===== config.mk =====
export PLATFORM = sky130hd
export DESIGN_NAME = fp_single_double_convert_top
export DESIGN_NICKNAME = d
export VERILOG_FILES = /design/src/fpsdc_pkg.sv /design/src/fpsdc_decode.sv /design/src/fpsdc_shift.sv /design/src/fpsdc_pack.sv /design/src/fp_single_double_convert_top.sv
export SDC_FILE = /design/constraint.sdc
export NUM_CORES = 1
export LEC_CHECK = 0
export BUFFER_PORTS_ARGS = -buffer_cell sky130_fd_sc_hd__buf_2
export CAP_MARGIN = 20
export CORE_MARGIN = 2
export CORE_UTILIZATION = 45
export CTS_CLUSTER_DIAMETER = 60
export CTS_CLUSTER_SIZE = 14
export DETAILED_ROUTE_END_ITERATION = 10
export GPL_TIMING_DRIVEN = 0
export SKIP_LAST_GASP = 1
export SLEW_MARGIN = 10
export SYNTH_ARGS = -nofsm -noshare
export SYNTH_HDL_FRONTEND = slang
export SYNTH_HIERARCHICAL = 1
export SYNTH_SLANG_ARGS = --single-unit

===== constraint.sdc =====
create_clock -name clk -period 8.4 [get_ports clk]
set_input_delay 1.68 -clock clk [delete_from_list [all_inputs] [get_ports clk]]
set_output_delay 1.68 -clock clk [all_outputs]
set_load 0.05 [all_outputs]

===== src/fpsdc_pkg.sv =====
`timescale 1ns / 1ps
// ----------------------------------------------------------------------------
// fpsdc_pkg
// Shared types and constants for the single/double precision converter.
// ----------------------------------------------------------------------------
package fpsdc_pkg;

  localparam logic OP_WIDEN  = 1'b0;
  localparam logic OP_NARROW = 1'b1;

  localparam int unsigned DATA_W = 64;

  // double exponent bounds for narrowing (biased)
  localparam logic [10:0] D_EXP_MAX     = 11'h7FF;
  localparam logic [10:0] D_EXP_OVF     = 11'd1150; // above: infinity
  localparam logic [10:0] D_EXP_UNF     = 11'd873;  // below: zero
  localparam logic [10:0] D_EXP_DEN     = 11'd897;  // below: single denormal
  localparam logic [10:0] D_EXP_S_BIAS  = 11'd896;  // 1023 - 127
  localparam logic [7:0]  S_EXP_MAX     = 8'hFF;

  typedef enum logic [2:0] {
    CLS_ZERO,
    CLS_INF_NAN,
    CLS_NORMAL,
    CLS_DENORM,
    CLS_OVF
  } cls_t;

  typedef struct packed {
    logic        op;
    logic        sign;
    cls_t        cls;
    logic [10:0] expo;
    logic [51:0] frac;
    logic [4:0]  shamt;
  } s1_t;

  typedef struct packed {
    logic        op;
    logic        sign;
    cls_t        cls;
    logic [10:0] expo;
    logic [51:0] frac;
    logic [23:0] mant;
  } s2_t;

endpackage


===== src/fpsdc_decode.sv =====
`timescale 1ns / 1ps
// ----------------------------------------------------------------------------
// fpsdc_decode
// Classifies the operand and computes the normalize/denormalize shift.
// ----------------------------------------------------------------------------
module fpsdc_decode (
  input  logic                 op,
  input  logic [63:0]          operand,
  output fpsdc_pkg::s1_t       dec
);
  import fpsdc_pkg::*;

  logic [7:0]  ef;
  logic [22:0] fr;
  logic [4:0]  lead;
  logic [10:0] de;

  assign ef = operand[30:23];
  assign fr = operand[22:0];
  assign de = operand[62:52];

  // leading one position of the single fraction
  always_comb begin
    lead = 5'd0;
    for (int i = 0; i < 23; i++) begin
      if (fr[i]) begin
        lead = 5'(i);
      end
    end
  end

  always_comb begin
    dec.op    = op;
    dec.shamt = 5'd0;
    if (op == OP_WIDEN) begin
      dec.sign = operand[31];
      dec.expo = {3'b000, ef};
      dec.frac = {29'd0, fr};
      if (ef == S_EXP_MAX) begin
        dec.cls = CLS_INF_NAN;
      end else if (ef == 8'd0) begin
        dec.cls   = (fr == 23'd0) ? CLS_ZERO : CLS_DENORM;
        dec.shamt = 5'd23 - lead;
      end else begin
        dec.cls = CLS_NORMAL;
      end
    end else begin
      dec.sign  = operand[63];
      dec.expo  = de;
      dec.frac  = operand[51:0];
      dec.shamt = 5'(D_EXP_DEN - de);
      if (de == D_EXP_MAX) begin
        dec.cls = CLS_INF_NAN;
      end else if (de > D_EXP_OVF) begin
        dec.cls = CLS_OVF;
      end else if (de < D_EXP_UNF) begin
        dec.cls = CLS_ZERO;
      end else if (de < D_EXP_DEN) begin
        dec.cls = CLS_DENORM;
      end else begin
        dec.cls = CLS_NORMAL;
      end
    end
  end

endmodule


===== src/fpsdc_shift.sv =====
`timescale 1ns / 1ps
// ----------------------------------------------------------------------------
// fpsdc_shift
// Barrel shift stage: normalizes single denormals, aligns single denormals.
// ----------------------------------------------------------------------------
module fpsdc_shift (
  input  fpsdc_pkg::s1_t dec,
  output fpsdc_pkg::s2_t sh
);
  import fpsdc_pkg::*;

  logic [24:0] den_m;
  logic [22:0] norm_f;

  assign den_m  = {1'b1, dec.frac[51:28]} >> dec.shamt;
  assign norm_f = dec.frac[22:0] << dec.shamt;

  always_comb begin
    sh.op   = dec.op;
    sh.sign = dec.sign;
    sh.cls  = dec.cls;
    sh.expo = dec.expo;
    sh.frac = dec.frac;
    sh.mant = dec.frac[51:28];
    if (dec.op == OP_WIDEN) begin
      if (dec.cls == CLS_DENORM) begin
        sh.expo = D_EXP_DEN - {6'd0, dec.shamt};
        sh.frac = {29'd0, norm_f};
      end
    end else if (dec.cls == CLS_DENORM) begin
      sh.mant = den_m[23:0];
    end
  end

endmodule


===== src/fpsdc_pack.sv =====
`timescale 1ns / 1ps
// ----------------------------------------------------------------------------
// fpsdc_pack
// Rounds the narrowed mantissa and assembles the result bit pattern.
// ----------------------------------------------------------------------------
module fpsdc_pack (
  input  fpsdc_pkg::s2_t sh,
  output logic [63:0]    result
);
  import fpsdc_pkg::*;

  logic [24:0] rnd;
  logic        carry;
  logic [7:0]  sexp;
  logic [22:0] nan_f;

  assign rnd   = {1'b0, sh.mant} + 25'd1;
  assign carry = rnd[24];
  assign sexp  = ((sh.cls == CLS_DENORM) ? 8'd0 : 8'(sh.expo - D_EXP_S_BIAS))
                 + {7'd0, carry};
  assign nan_f = sh.frac[51:29] | ((sh.frac != 52'd0) ? 23'h400000 : 23'd0);

  always_comb begin
    if (sh.op == OP_WIDEN) begin
      unique case (sh.cls)
        CLS_ZERO:    result = {sh.sign, 63'd0};
        CLS_INF_NAN: result = {sh.sign, 11'h7FF, sh.frac[22:0], 29'd0};
        CLS_NORMAL:  result = {sh.sign, sh.expo + D_EXP_S_BIAS, sh.frac[22:0], 29'd0};
        CLS_DENORM:  result = {sh.sign, sh.expo, sh.frac[22:0], 29'd0};
        default:     result = {sh.sign, 63'd0};
      endcase
    end else begin
      unique case (sh.cls)
        CLS_ZERO:    result = {32'd0, sh.sign, 31'd0};
        CLS_INF_NAN: result = {32'd0, sh.sign, S_EXP_MAX, nan_f};
        CLS_OVF:     result = {32'd0, sh.sign, S_EXP_MAX, 23'd0};
        CLS_NORMAL,
        CLS_DENORM:  result = {32'd0, sh.sign, sexp, carry ? 23'd0 : rnd[23:1]};
        default:     result = {32'd0, sh.sign, 31'd0};
      endcase
    end
  end

endmodule


===== src/fp_single_double_convert_top.sv =====
`timescale 1ns / 1ps
// A transaction passes through the decode, shift and round/pack stage registers to the result.
// Throughput: one transaction per cycle while out_stall is low; the three stage registers bound it.
// A stall holds the output register and back-pressures each full stage whose successors are all full.
// Reset (rst_n low, synchronous) clears all stage valid bits; data is not reset.
// ----------------------------------------------------------------------------
// fp_single_double_convert_top
// IEEE 754 single <-> double bit-pattern converter, three-stage pipeline.
// ----------------------------------------------------------------------------
module fp_single_double_convert_top (
  input  logic        clk,
  input  logic        rst_n,
  input  logic        in_valid,
  output logic        in_stall,
  input  logic        in_opcode,
  input  logic [63:0] in_operand_bits,
  output logic        out_valid,
  input  logic        out_stall,
  output logic [63:0] out_result_bits
);
  import fpsdc_pkg::*;

  // stage payloads
  s1_t         dec_nxt, s1_r;
  s2_t         sh_nxt, s2_r;
  logic [63:0] res_nxt, s3_r;
  logic        s3_op_r;
  logic        s1_v_r, s2_v_r, s3_v_r;

  // per-stage load enables: a stage loads when empty or when its
  // successor loads (or drains to the output)
  logic en3, en2, en1;

  assign en3 = !s3_v_r || !out_stall;
  assign en2 = !s2_v_r || en3;
  assign en1 = !s1_v_r || en2;

  assign in_stall        = !en1;
  assign out_valid       = s3_v_r;
  assign out_result_bits = s3_r;

  fpsdc_decode u_decode (
    .op      (in_opcode),
    .operand (in_operand_bits),
    .dec     (dec_nxt)
  );

  fpsdc_shift u_shift (
    .dec (s1_r),
    .sh  (sh_nxt)
  );

  fpsdc_pack u_pack (
    .sh     (s2_r),
    .result (res_nxt)
  );

  // valid bits
  always_ff @(posedge clk) begin
    if (!rst_n) begin
      s1_v_r <= 1'b0;
      s2_v_r <= 1'b0;
      s3_v_r <= 1'b0;
    end else begin
      if (en1) s1_v_r <= in_valid;
      if (en2) s2_v_r <= s1_v_r;
      if (en3) s3_v_r <= s2_v_r;
    end
  end

  // payload registers, no reset
  always_ff @(posedge clk) begin
    if (en1) s1_r <= dec_nxt;
    if (en2) s2_r <= sh_nxt;
    if (en3) begin
      s3_r    <= res_nxt;
      s3_op_r <= s2_r.op;
    end
  end

`ifndef SYNTHESIS
  // a narrowed result never has upper bits set
  a_narrow_upper_zero: assert property (@(posedge clk) disable iff (!rst_n)
    (s3_v_r && s3_op_r == OP_NARROW) |-> (s3_r[63:32] == 32'd0))
    else $error("narrow result has nonzero upper word");

  // an accepted transaction lands in stage one
  a_accept_fills_s1: assert property (@(posedge clk) disable iff (!rst_n)
    (in_valid && !in_stall) |=> s1_v_r)
    else $error("accepted transaction lost at stage one");

  // back-pressure only when every stage holds data
  a_stall_needs_s1: assert property (@(posedge clk) disable iff (!rst_n)
    in_stall |-> (s1_v_r && s2_v_r && s3_v_r))
    else $error("input stalled with an empty stage");

  // reset empties the pipe
  a_reset_clears: assert property (@(posedge clk)
    !rst_n |=> (!s1_v_r && !s2_v_r && !s3_v_r))
    else $error("valid bits not cleared by reset");
`endif

endmodule

==> results.yml <==
run_status:
  outcome: "completed"
sta:
  timing.max_slew.rel_slack_pct: 29.3
  period_needed_ns: 4.05
  grt_setup_unrepaired: "false"
  min_period_over_period_pct: 48.2
  timing_max_transition_violations_final: 0
  post_route_setup_tns_ns: 0
  hold_slack_ns: 0.456
  report.final.setup_viol: 0
  slew_worst_pin_ns: 1.06
  clock-skew-final_ns: 0.0159
  f_max_mhz: 247
  finalHoldViolCount: 0
synthesis:
  synth.ff_latch_count: 232
  synth_cell_types: 89
  asyncSetResetFlopFracSynth_pct: 0
  synthesis.area_um2: 12700
  synth-seq-area-share_pct: 54.4
  edff_count_synth: 229
  post_synth.cell_area_avg_um2: 11.8
  synth_nets: 1158
  synthesis.instances: 1082
  synth_ff_type: "edfxtp_1"
  yosysWarningCount: 6
setup_path:
  setup.worst_path.class: "primary input to primary output"
  cp-end-kind: "primary output"
  crit_arrival_ns: 2.37
  start_point_of_the_critical_path: "out_stall"
  crit_path_required_time_ns: 6.72
  timing.critical_path.from_type: "primary input"
  critical_path_peak_fanout: 4
  timing.rr.start: "s2_r[89]"
  rr_worst_depth: 11
detailed_routing:
  routed_wire_length_per_instance_um: 22.3
  antenna_left: 0
  detailroute.via_count: 9338
  drt_pass1_iterations: 6
  drt_first_iter_violations: 1094
  vias_per_cell: 5.73
  wl_mm: 36.3
  detail_route.drc_violations: 0
global_routing:
  grt_start_max_net_pins: 66
  antenna_violations_before_repair: 0
  global_route.overflow_total: 0
  grt_pass1_vias: 8548
  grt_first_pass_wirelength_mm: 53.7
  grt_util_all_layers_pct: 24.4
finish:
  filler_cell_count_in_the_final_layout: 2517
  drive_gt1_share_pct: 24.1
  area_delta_synth_final_pct: 14.2
  multi_input_comb_area_um2: 5210
  num_antenna_cells: 0
  post_route_cell_area_um2: 14600
  regArea_um2: 6940
  final_nets: 1317
cts:
  clock_latency_ns: 0.51
  root_buffer: "clkbuf_16"
  cts_made_buffers: 21
  clock_tree.buffer_depth: 3
  cts.htree.levels: 1
  holdBufCountCts: 0
  cts_sinks: 232
  clock_tree_from_tritoncts: "done"
  cts_resized: 0
  post-cts-setup-buffers: 0
  worst_setup_hold_path_clk_slew_ns: 0.06
place:
  place_congestion: 0.984
  placement.io_buffers: 134
  dpl-instance-area_um2: 14000
  hpwlAfterDp_mm: 27.8
floorplan:
  die_height_um: 172
  fp.dieArea_um2: 29700
  initial_core_util_pct: 45.8
  core_area_um2: 27900
  row_count: 61
  die_x_um: 172
  ioPinCount: 135
pwr:
  leakagePower_nw: 5.74
  fin_total_pwr_mw: 2.76
  powerDensity_nw_per_um2: 190
  peak_supply_drop_uv: 121
job:
  cap_violations: 0
worst_hold_path:
  min_path_type: "register to register"
  min_delay_path_depth: 2
  hold_path.startpoint: "s1_v_r"
logic make-up (layout without fill, tap and decap cells):
group,count (synthesis),in the layout,share of synthesized area [%]
simple gates,409,409,17.0
flops,232,232,54.4
compound gates,203,203,11.1
buf+inv,112,281,4.90
mux,89,89,9.88
xor+xnor,30,30,2.06
fa+ha+maj,7,7,0.687
flip-flops by register name, summed over array words and instances (netlist names):
name             count
out_valid            1
out_result_bits     64
s2_v_r               1
s1_v_r               1
s1_r                73
s2_r                92
report_power, final:
part,switching (mW),internal (mW),total (mW)
logic,0.313,0.167,0.480
clock network,0.403,0.459,0.862
registers,0.0636,1.36,1.42
synthesized netlist by cell type, types with 9 or more instances:
master,instances,share of area (%)
nand2b_1,12,0.59
inv_1,21,0.62
o21ai_0,30,1.2
edfxtp_1,229,54
a21oi_1,43,1.7
xnor2_1,21,1.4
o21a_1,9,0.53
mux4_2,22,3.9
nand2_1,100,2.9
nand3_1,24,0.94
o31ai_1,9,0.53
nor4_1,20,0.98
clkbuf_1,35,1.0
nand4_1,14,0.69
nor2_1,78,2.3
mux2i_1,31,2.4
buf_4,32,1.9
o21ai_1,13,0.51
buf_2,13,0.51
a31oi_1,10,0.49
nor2b_1,15,0.74
mux2_2,28,2.5
xor2_1,9,0.62
and2_1,86,4.2
nor3_1,23,0.90
a22oi_1,21,1.2
metrics by stage:
step / std cells / utilization, % / setup slack, ns
3_5_place_dp: 1596 / 50.1 / 4.35
6_report: 1629 / 52.2 / 4.35
4_1_cts: 1629 / 52.2 / 4.35
5_1_grt: 1629 / 52.2 / 4.32
3_3_place_gp: 1594 / 49.9 / 2.36
2_1_floorplan: 1082 / - / 3.48
layer usage:
metal	GRT usage (%)	vias up	routed length, um
li1	-	4383	-
met5	0	-	0
met3	4.49	54	2910
met4	4.71	0	795
met2	37.5	458	15900
met1	36.4	4443	16700
worst paths after layout:
check,end,slack (ns)
setup / recovery,in_stall,4.35
setup reg to reg,out_result_bits[27],5.37
hold reg to reg,s2_v_r,0.46
hold / removal,s2_v_r,0.46
final cells by class:
class | count | share of cell area, %
timing repair buffer | 136 | 4.99
clock buffer | 27 | 3.77
multi-input combinational | 738 | 35.8
inverter | 22 | 0.619
sequential | 232 | 47.7
clock inverter | 6 | 0.258
buffer | 90 | 3.69
tap | 378 | 3.25
placed cells by master (no fill, tap or decap), types with 10 or more instances in the layout:
master	n
a21oi_1	43
a22oi_1	21
a31oi_1	10
and2_1	86
buf_2	147
buf_4	32
clkbuf_1	41
clkbuf_16	21
edfxtp_1	229
inv_1	20
mux2_2	28
mux2i_1	31
mux4_2	22
nand2_1	99
nand2b_1	12
nand3_1	23
nand4_1	14
nor2_1	78
nor2b_1	15
nor3_1	23
nor4_1	20
o21ai_0	30
o21ai_1	13
xnor2_1	21
worst max-delay path: stages:
cell    delay, ns
buf_2        0.15
and4_4       0.27
buf_2        0.27
(Power assumes the default switching activity.)
